<file path="src/sm3_hash_compression_macros.svh">
// Assertion helpers for the SM3 compression engine.
`ifndef SM3_HASH_COMPRESSION_MACROS_SVH
`define SM3_HASH_COMPRESSION_MACROS_SVH

// Check that a condition implies another in the same cycle.
`define SM3_ASSERT_SAME(label, clk, rst, ante, cons) \
   label: assert property (@(posedge clk) disable iff (rst) (ante) |-> (cons)) \
      else $error("sm3 same-cycle check failed");

// Check that a condition implies another in the next cycle.
`define SM3_ASSERT_NEXT(label, clk, rst, ante, cons) \
   label: assert property (@(posedge clk) disable iff (rst) (ante) |=> (cons)) \
      else $error("sm3 next-cycle check failed");

`endif

</file>
<file path="src/sm3_pkg.sv">
`default_nettype none

package sm3_pkg;

   // Working variables A..H, index 0 holds A
   typedef logic [7:0][31:0] sm3_words_type;

   // Sequencer states
   typedef enum logic [2:0] {
      ST_COLLECT = 3'b001,
      ST_ROUND   = 3'b010,
      ST_EMIT    = 3'b100
   } sm3_state_type;

   // Control from the sequencer to the message schedule
   typedef struct packed {
      logic        load;     // shift in a message word
      logic        advance;  // shift in an expanded word
      logic [31:0] word;
   } sm3_sched_ctrl_type;

   // Operands for one compression round
   typedef struct packed {
      logic [5:0]  round_idx;
      logic [31:0] w_j;
      logic [31:0] w_j4;
   } sm3_round_in_type;

   localparam logic [31:0] SM3_T_LOW  = 32'h79cc4519;
   localparam logic [31:0] SM3_T_HIGH = 32'h7a879d8a;
   localparam logic [5:0]  SM3_LAST_ROUND = 6'd63;
   localparam logic [3:0]  SM3_LAST_WORD  = 4'd15;
   localparam logic [2:0]  SM3_LAST_DIGEST = 3'd7;

   localparam sm3_words_type SM3_IV = {
      32'hb0fb0e4e, 32'he38dee4d, 32'h163138aa, 32'ha96f30bc,
      32'hda8a0600, 32'h172442d7, 32'h4914b2b9, 32'h7380166f
   };

   // Rotate left by 0..31
   function automatic logic [31:0] sm3_rotl(input logic [31:0] x, input logic [4:0] n);
      logic [63:0] d;
      d = {x, x} << n;
      return d[63:32];
   endfunction

   function automatic logic [31:0] sm3_p0(input logic [31:0] x);
      return x ^ sm3_rotl(x, 5'd9) ^ sm3_rotl(x, 5'd17);
   endfunction

   function automatic logic [31:0] sm3_p1(input logic [31:0] x);
      return x ^ sm3_rotl(x, 5'd15) ^ sm3_rotl(x, 5'd23);
   endfunction

   // Round constant rotated by the round index modulo 32
   function automatic logic [31:0] sm3_tj(input logic [5:0] j);
      logic [31:0] t;
      t = (j[5:4] == 2'b00) ? SM3_T_LOW : SM3_T_HIGH;
      return sm3_rotl(t, j[4:0]);
   endfunction

endpackage

`default_nettype wire

</file>
<file path="src/sm3_msg_sched.sv">
`default_nettype none

module sm3_msg_sched
   import sm3_pkg::*;
(
   input  wire logic               clock,
   input  wire sm3_sched_ctrl_type ctrl,
   output logic [31:0]             w_j,
   output logic [31:0]             w_j4
);

   logic [15:0][31:0] win_ff;
   logic [15:0][31:0] win_in;
   logic [31:0]       expand;

   // Form W[j+16] from the current window
   always_comb begin
      expand = sm3_p1(win_ff[0] ^ win_ff[7] ^ sm3_rotl(win_ff[13], 5'd15))
             ^ sm3_rotl(win_ff[3], 5'd7) ^ win_ff[10];
   end

   // Shift the window down, new word enters at the top
   always_comb begin
      win_in = win_ff;
      if (ctrl.load || ctrl.advance) begin
         for (int i = 0; i < 15; i++) begin
            win_in[i] = win_ff[i + 1];
         end
         win_in[15] = ctrl.load ? ctrl.word : expand;
      end
   end

   always_ff @(posedge clock) begin
      win_ff <= win_in;
   end

   assign w_j  = win_ff[0];
   assign w_j4 = win_ff[4];

endmodule

`default_nettype wire

</file>
<file path="src/sm3_round.sv">
`default_nettype none

module sm3_round
   import sm3_pkg::*;
(
   input  wire sm3_words_type    v_cur,
   input  wire sm3_round_in_type op,
   output sm3_words_type         v_next
);

   logic [31:0] a12;
   logic [31:0] ss1;
   logic [31:0] ss2;
   logic [31:0] ff;
   logic [31:0] gg;
   logic [31:0] tt1;
   logic [31:0] tt2;
   logic        early;

   // One SM3 round
   always_comb begin
      early = (op.round_idx[5:4] == 2'b00);
      a12 = sm3_rotl(v_cur[0], 5'd12);
      ss1 = sm3_rotl(a12 + v_cur[4] + sm3_tj(op.round_idx), 5'd7);
      ss2 = ss1 ^ a12;
      ff  = early ? (v_cur[0] ^ v_cur[1] ^ v_cur[2])
                  : ((v_cur[0] & v_cur[1]) | (v_cur[0] & v_cur[2]) | (v_cur[1] & v_cur[2]));
      gg  = early ? (v_cur[4] ^ v_cur[5] ^ v_cur[6])
                  : ((v_cur[4] & v_cur[5]) | (~v_cur[4] & v_cur[6]));
      tt1 = ff + v_cur[3] + ss2 + (op.w_j ^ op.w_j4);
      tt2 = gg + v_cur[7] + ss1 + op.w_j;
      v_next[0] = tt1;
      v_next[1] = v_cur[0];
      v_next[2] = sm3_rotl(v_cur[1], 5'd9);
      v_next[3] = v_cur[2];
      v_next[4] = sm3_p0(tt2);
      v_next[5] = v_cur[4];
      v_next[6] = sm3_rotl(v_cur[5], 5'd19);
      v_next[7] = v_cur[6];
   end

endmodule

`default_nettype wire

</file>
<file path="src/sm3_hash_compression.sv">
// Channel | Ports                                   | Direction
// req     | req_valid/req_stall, msg_word, flags    | in, one word per request
// rsp     | rsp_valid/rsp_stall, digest_word, last  | out, eight words per digest
//
// A block takes 16 request words, then 64 rounds in the single shared round unit.
// A last block adds the eight digest words, each held while rsp_stall is high.
// req_stall is high from the sixteenth word until the block is done.
// Reset is synchronous; the chaining value returns to the IV.
`default_nettype none

`include "sm3_hash_compression_macros.svh"

module sm3_hash_compression
   import sm3_pkg::*;
(
   input  wire logic        clock,
   input  wire logic        reset,
   input  wire logic        req_valid,
   output logic             req_stall,
   input  wire logic [31:0] req_msg_word,
   input  wire logic        req_first_block,
   input  wire logic        req_last_block,
   output logic             rsp_valid,
   input  wire logic        rsp_stall,
   output logic [31:0]      rsp_digest_word,
   output logic             rsp_digest_last
);

   sm3_state_type      state_ff, state_in;
   logic [3:0]         count_ff, count_in;
   logic [5:0]         round_ff, round_in;
   logic [2:0]         emit_ff, emit_in;
   logic               last_ff, last_in;
   sm3_words_type      chain_ff, chain_in;
   sm3_words_type      work_ff, work_in;
   sm3_words_type      round_out;
   sm3_sched_ctrl_type sched_ctrl;
   sm3_round_in_type   round_op;
   logic [31:0]        w_j;
   logic [31:0]        w_j4;
   logic               req_take;

   assign req_take = req_valid && !req_stall;

   // Message window and expansion
   always_comb begin
      sched_ctrl.load    = req_take;
      sched_ctrl.advance = (state_ff == ST_ROUND);
      sched_ctrl.word    = req_msg_word;
   end

   sm3_msg_sched u_sched (
      .clock (clock),
      .ctrl  (sched_ctrl),
      .w_j   (w_j),
      .w_j4  (w_j4)
   );

   // Shared round unit
   always_comb begin
      round_op.round_idx = round_ff;
      round_op.w_j       = w_j;
      round_op.w_j4      = w_j4;
   end

   sm3_round u_round (
      .v_cur  (work_ff),
      .op     (round_op),
      .v_next (round_out)
   );

   // Sequencer
   always_comb begin
      state_in = state_ff;
      count_in = count_ff;
      round_in = round_ff;
      emit_in  = emit_ff;
      last_in  = last_ff;
      chain_in = chain_ff;
      work_in  = work_ff;
      case (state_ff)
         ST_COLLECT: begin
            if (req_take) begin
               count_in = count_ff + 4'd1;
               if (count_ff == SM3_LAST_WORD) begin
                  state_in = ST_ROUND;
                  round_in = '0;
                  last_in  = req_last_block;
                  if (req_first_block) begin
                     chain_in = SM3_IV;
                     work_in  = SM3_IV;
                  end else begin
                     work_in  = chain_ff;
                  end
               end
            end
         end
         ST_ROUND: begin
            work_in  = round_out;
            round_in = round_ff + 6'd1;
            if (round_ff == SM3_LAST_ROUND) begin
               chain_in = chain_ff ^ round_out;
               emit_in  = '0;
               state_in = last_ff ? ST_EMIT : ST_COLLECT;
            end
         end
         ST_EMIT: begin
            if (!rsp_stall) begin
               emit_in = emit_ff + 3'd1;
               if (emit_ff == SM3_LAST_DIGEST) begin
                  state_in = ST_COLLECT;
               end
            end
         end
         default: begin
            state_in = ST_COLLECT;
         end
      endcase
   end

   // Hold control and chaining value under reset
   always_ff @(posedge clock) begin
      if (reset) begin
         state_ff <= ST_COLLECT;
         count_ff <= '0;
         round_ff <= '0;
         emit_ff  <= '0;
         last_ff  <= 1'b0;
         chain_ff <= SM3_IV;
      end else begin
         state_ff <= state_in;
         count_ff <= count_in;
         round_ff <= round_in;
         emit_ff  <= emit_in;
         last_ff  <= last_in;
         chain_ff <= chain_in;
      end
   end

   always_ff @(posedge clock) begin
      work_ff <= work_in;
   end

   // Drive the handshake and digest
   assign req_stall       = (state_ff != ST_COLLECT);
   assign rsp_valid       = (state_ff == ST_EMIT);
   assign rsp_digest_word = chain_ff[emit_ff];
   assign rsp_digest_last = (emit_ff == SM3_LAST_DIGEST);

   `SM3_ASSERT_SAME(a_no_overlap, clock, reset, rsp_valid, req_stall)
   `SM3_ASSERT_SAME(a_count_idle, clock, reset, count_ff != 4'd0, state_ff == ST_COLLECT)
   `SM3_ASSERT_NEXT(a_round_end, clock, reset,
      state_ff == ST_ROUND && round_ff == SM3_LAST_ROUND, state_ff != ST_ROUND)
   `SM3_ASSERT_NEXT(a_emit_end, clock, reset,
      rsp_valid && !rsp_stall && rsp_digest_last, state_ff == ST_COLLECT)

endmodule

`default_nettype wire
</file>
<file path="config.mk">
export PLATFORM = sky130hd
export DESIGN_NAME = sm3_hash_compression
export DESIGN_NICKNAME = d
export VERILOG_FILES = /design/src/sm3_pkg.sv /design/src/sm3_msg_sched.sv /design/src/sm3_round.sv /design/src/sm3_hash_compression.sv
export VERILOG_INCLUDE_DIRS = /design/src /design/src/src
export SDC_FILE = /design/constraint.sdc
export NUM_CORES = 2
export LEC_CHECK = 0
export ABC_CLOCK_PERIOD_IN_PS = 41300
export BUFFER_PORTS_ARGS = -buffer_cell sky130_fd_sc_hd__buf_4
export CAP_MARGIN = 20
export CELL_PAD_IN_SITES_DETAIL_PLACEMENT = 1
export CELL_PAD_IN_SITES_GLOBAL_PLACEMENT = 2
export CORE_ASPECT_RATIO = 1.25
export CORE_MARGIN = 1
export CORE_UTILIZATION = 35
export CTS_BUF_LIST = sky130_fd_sc_hd__clkbuf_16
export CTS_CLUSTER_SIZE = 14
export DETAILED_ROUTE_END_ITERATION = 10
export PLACE_DENSITY = 0.68
export SLEW_MARGIN = 20
export SYNTH_ARGS = -nofsm -noshare
export SYNTH_HDL_FRONTEND = slang
export SYNTH_SLANG_ARGS = --single-unit
</file>
<file path="constraint.sdc">
create_clock -name clock -period 41.3 [get_ports clock]
set_input_delay 6.195 -clock clock [delete_from_list [all_inputs] [get_ports clock]]
set_output_delay 6.195 -clock clock [all_outputs]
set_load 0.02 [all_outputs]
</file>
After elaboration in Yosys (flattened, before gate mapping)
Index checks and enable logic that the tools add are counted.

word-level totals
  flip-flop bits (word level) = 1041
  input port bits = 38
  output and inout port bits = 35
  word-level logic and storage cells = 123

cells by class
  add/sub/neg operators = 11
  magnitude comparators = 1
  equal/unequal tests = 12
  shifts and indexed selects = 1
  multiplexer cells = 25
  bitwise gates (word level) = 24
  reduce and logical (&&, ||, !) cells = 12

operator list
  kind                   count
  $mux W256              4
  $pmux W256 S2          2
  $xor A32 B32 Y32       14
  $add A32 B32 Y32       8
  $xor A256 B256 Y256    1
  $and A32 B32 Y32       5
  $mux W32               4
  $bmux W32 S3           1
  $or A32 B32 Y32        3
  $shl A64 B5 Y64        1
  $not A32 Y32           1
  $mux W26               1
  $mux W3                8
  $mux W6                2
  $pmux W6 S2            1
  $pmux W3 S3            1
  $reduce_and A3 Y1      3
  $ne A2 B2 Y1 const B   4
  $add A6 B1 Y6 const B  1
  $eq A3 B3 Y1 const B   2
  $eq A6 B6 Y1 const B   1
  $pmux W3 S2            1
  $reduce_and A5 Y1      1
  $add A4 B1 Y4 const B  1
  14 further kinds       15

Longest topological paths before layout
  word-level depth = 12
  gate-level depth with buffers = 40
  mapped depth without buffers = 36

By module
A second synthesis with hierarchy kept.

unflattened totals
  cell total of the unflattened synthesis = 5326
  area, all modules = 58264.6 um2

modules (own cells, without submodules)
  module                instances  cells an instance  area an instance (um2)  sequential area each (um2)
  sm3_hash_compression  1          2604               25259.2                 13152.6
  sm3_msg_sched         1          808                18034.8                 15374.7
  sm3_round             1          1914               14970.6                 0.0

Least setup slack after synthesis
No wires, ideal clock.

  kind = input to register
  start point = in req_valid
  end point = reg u_sched.win_ff (netlist bit u_sched.w_j4[0]), enable pin
  setup time = 2102 ps
  data arrival time = 41804 ps
  required time = 39198 ps
  path slack = -2606 ps
  stages on the path = 2
  buffers on the path = 0
  path through = inv_1 -> o21ai_0

on the way
  longest elaborated chain between the ends = 2

ends and longest elaborated chain
  item                  line                        RTL
  start, declared       sm3_hash_compression.sv:18  input wire logic req_valid,
  $logic_and A1 B1 Y1   sm3_hash_compression.sv:43  assign req_take = req_valid && !req_stall;
  $logic_or A1 B1 Y1    sm3_msg_sched.sv:25         if (ctrl.load || ctrl.advance) begin
  end signal, assigned  sm3_msg_sched.sv:34         win_ff <= win_in;
  end, declared         sm3_msg_sched.sv:12         logic [15:0][31:0] win_ff;

No other way between the ends.
A chain may end at the register's enable or synchronous reset.

Worst setup path after layout
  start point = reg round_ff[4]
  end point = reg chain_ff[158] in the netlist's numbering

on the way
  longest elaborated chain between the ends = 11
  elaborated cells on any way between the ends = 16
  those cells by class = add/sub: 4; eq/ne: 2; shift: 1; mux: 4; bitwise: 3; reduce/logical: 2

ends and longest elaborated chain
  item                            line                            RTL
  start, declared                 sm3_hash_compression.sv:31      logic [5:0] round_ff, round_in;
  start signal, assigned          sm3_hash_compression.sv:133     round_ff <= round_in;
  $logic_not A2 Y1                sm3_pkg.sv:58, sm3_round.sv:22
  $mux W26                        sm3_pkg.sv:58                   t = (j[5:4] == 2'b00) ? SM3_T_LOW : SM3_T_HIGH;
  $shl A64 B5 Y64                 sm3_pkg.sv:43                   d = {x, x} << n;
  $add A32 B32 Y32                sm3_round.sv:24                 ss1 = sm3_rotl(a12 + v_cur[4] + sm3_tj(op.round_idx), 5'd7);
  $add A32 B32 Y32 (2 in series)  sm3_round.sv:31                 tt2 = gg + v_cur[7] + ss1 + op.w_j;
  $xor A32 B32 Y32 (2 in series)  sm3_pkg.sv:48                   return x ^ sm3_rotl(x, 5'd9) ^ sm3_rotl(x, 5'd17);
  $xor A256 B256 Y256             sm3_hash_compression.sv:102     chain_in = chain_ff ^ round_out;
  $mux W256                       sm3_hash_compression.sv:101     if (round_ff == SM3_LAST_ROUND) begin
  $pmux W256 S2                   sm3_hash_compression.sv:81      case (state_ff)
  end signal, assigned            sm3_hash_compression.sv:136     chain_ff <= chain_in;
  end, declared                   sm3_hash_compression.sv:34      sm3_words_type chain_ff, chain_in;

Parallel ways exist; a longest one is shown, timed or not. The select of a mux whose other input is x is not followed.

==> flow_summary.yaml <==
outcome:
  status: "completed"
global_routing:
  antenna_found_initial: 11
  grt_pass1_vias: 41700
  grt_max_degree: 135
  grt_pass1_wl_mm: 316
  grt-ovfl-total: 0
  track_usage_pct: 27.2
clocking:
  htree_levels: 3
  clk_latency_ns: 0.81
  ctsRootBufferMaster: "clkbuf_16"
  hold_buffers: 0
  clk_pin_slew_ns: 0.06
  clk_path_buf_depth: 3
  post_cts_buffers: 0
  tritoncts: "done"
  clock-sinks: 1041
  cts_resized: 0
  cts_made_buffers: 114
power_and_ir_drop:
  leakage_nw: 22.8
  vdd_drop_max_mv: 0.0462
  p_total_mw: 2.78
  powerDensity_nw_per_um2: 43.9
critical_path:
  slowest_stage: "a2111oi_0"
  start_kind: "flip-flop"
  worst_path_largest_cell_delay_ns: 0.80
  rrSetupSlack_ns: 30.26
  critical_path_class: "flip-flop to flip-flop"
  startpoint: "round_ff[4]"
  crit_fanout: 46
  reg2reg_from: "round_ff[4]"
  arrival_ns: 11.66
  r2r_end: "chain_ff[158]"
  cp.required_ns: 41.92
  r2r_cells: 36
  end_kind: "flip-flop"
timing:
  min_period_ns: 11.04
  rsz0062_at_grt: "false"
  fin_tns_setup_ns: 0
  post-route-period-util_pct: 26.7
  fin_ws_ns: 30.26
  skew_ns: 0.0794
  slew_viol_final: 0
  slew_headroom_pct: 24.9
  final_hold_viol_count: 0
  fmax_ghz: 0.0906
  worst_pin_slew_ns: 1.12
  finalSetupViolations: 0
synthesis:
  synthArstFlopShare_pct: 0
  synth-xor-area-share_pct: 7.32
  synth_area_per_cell_sq_um: 10.8
  synth.net_count: 5581
  synthMuxAreaShare_pct: 6.33
  synth-edff-count: 768
  synth-main-ff-cell: "edfxtp_1"
  synthesis.area_sq_um: 56800
  yosysWarnings: 0
  yosysUniqueCellTypes: 91
  synthCells: 5253
  yosysSeqAreaShare_pct: 50.2
  synth_compound_area_share_pct: 11.0
  synth-adder-area-share_pct: 8.87
  yosys.area.top_type: "edfxtp_1"
  synth_top_area_share_pct: 40.6
  synth-simple-area-share_pct: 12.8
  synth_top_family_by_area: "simple AND/OR/NAND/NOR gates"
  ys_seq_elements: 1041
  synth.area.top_cells: "edfxtp_1 (41%), dfxtp_1 (9.6%), fa_1 (6.6%), nand2_1 (6.4%), xnor2_1 (4.1%)"
final_layout:
  syn2layout_area_growth_pct: 11.5
  final_common_cell: "nand2_1"
  fin_util_pct: 39.5
  mostFrequentLayoutCells: "nand2_1 (968), edfxtp_1 (768), o21ai_0 (452)"
  fin_nets: 5550
  drive_gt1_share_pct: 9.19
  fill_cells: 17400
min_path:
  min_from: "u_sched.win_ff[200]"
  hold-path-cell-count: 0
  hold_end: "u_sched.win_ff[168]"
  hold_class: "flip-flop to flip-flop"
route:
  finalWirelength_mm: 223
  first_pass_iters: 5
  wl_per_cell_um: 29.9
  vias: 40900
  vias_per_cell: 5.47
  drt_iter0_drc: 3051
  drc: 0
  ant_nets: 0
die:
  fp.dieArea_sq_um: 164000
  core_sq_um: 160000
  ios: 73
  start_util_pct: 35.4
  die_h_um: 452
  die_w_um: 362
  rows: 164
place:
  numPortBuffers: 72
  place.gp.congestion: 0.978
  pre_cts_slack_ns: 30.11
  hpwl_mm: 163
flow_run:
  maxCapViolCount: 0
worst max-delay path by stage:
stage,endpoint,cells past startpoint
finish,chain_ff[158],36
global route,chain_ff[158],36
CTS,chain_ff[158],36
detailed placement,u_sched.win_ff[197],7
global placement,u_sched.w_j4[5],7
floorplan,u_sched.w_j4[0],2
where the power goes:
part           switching [mW]  total, mW  internal [mW]
Clock                   0.461       1.02          0.555
Combinational           0.333      0.529          0.196
Sequential             0.0338       1.24           1.20
Total                   0.828       2.78           1.95
sequential cells by signal, summed over array words and instances (netlist names):
register	cells
chain_ff	256
count_ff	4
emit_ff	3
last_ff	1
round_ff	6
state_ff	3
u_sched.w_j	32
u_sched.w_j4	32
u_sched.win_ff	448
work_ff	256
critical path: cells and delay by family, from the launching register on:
family,cells,cell delay (ns)
AOI/OAI and AO/OA,14,4.61
adders and majority gates,6,2.52
buffers and inverters,4,1.28
and+or+nand+nor,8,1.09
xor gates and xnor gates,2,0.58
muxes,2,0.45
DFF,1,0.31
cells in the mapped netlist, drive strengths merged, types with 7 or more instances:
cell type and count:
a2111oi 7, a211oi 27, a21boi 10, a21o 65, a21oi 153, a221oi 7
a22oi 110, a311oi 10, a31oi 38, and2 11, and3 14, and4 7
buf 47, clkbuf 247, dfxtp 273, edfxtp 768, fa 188, ha 102
inv 223, mux2 69, mux2i 138, mux4 64, nand2 971, nand2b 18
nand3 134, nand3b 116, nor2 269, nor2b 7, nor3 71, nor4 10
o211ai 17, o21a 24, o21ai 470, o21bai 13, o22ai 15, o31ai 7
or3 20, xnor2 268, xnor3 15, xor2 146, xor3 7
cells by family after synthesis:
logic type,Yosys count
buffers and inverters,519
muxes,271
adders and majority gates,290
xor gates and xnor gates,436
DFF,1041
and+or+nand+nor,1669
AOI/OAI and AO/OA,1027
layer usage:
layer  part of all wire [%]  track usage (%)  vias up
li1                       -                -    18500
met1                     41             33.3    21300
met2                     50             47.3      876
met3                    3.7             3.07      307
met4                    5.1             13.2       10
met5                  0.037                0        -
cell type report:
type                       instances  area (sq um)  area share, %
antenna                            2          5.00        0.00790
clock buffer                     114          2850           4.50
clock inverter                   100           830           1.31
inverter                         225           852           1.34
multi-input combinational       3693         26400           41.7
sequential                      1041         28500           45.0
tap                             2158          2700           4.26
timing repair buffer             147          1160           1.82
through the flow:
stage	instance area, sq um	std cells	hold WS (ns)
after floorplan	56800	5253	0.400
after global placement	59600	7263	0.400
after detailed placement	59600	7263	0.405
after CTS	63300	7477	0.382
after global routing	63400	7478	0.402
final	63400	7480	0.381
No activity file was read; power rests on OpenSTA's default activity.
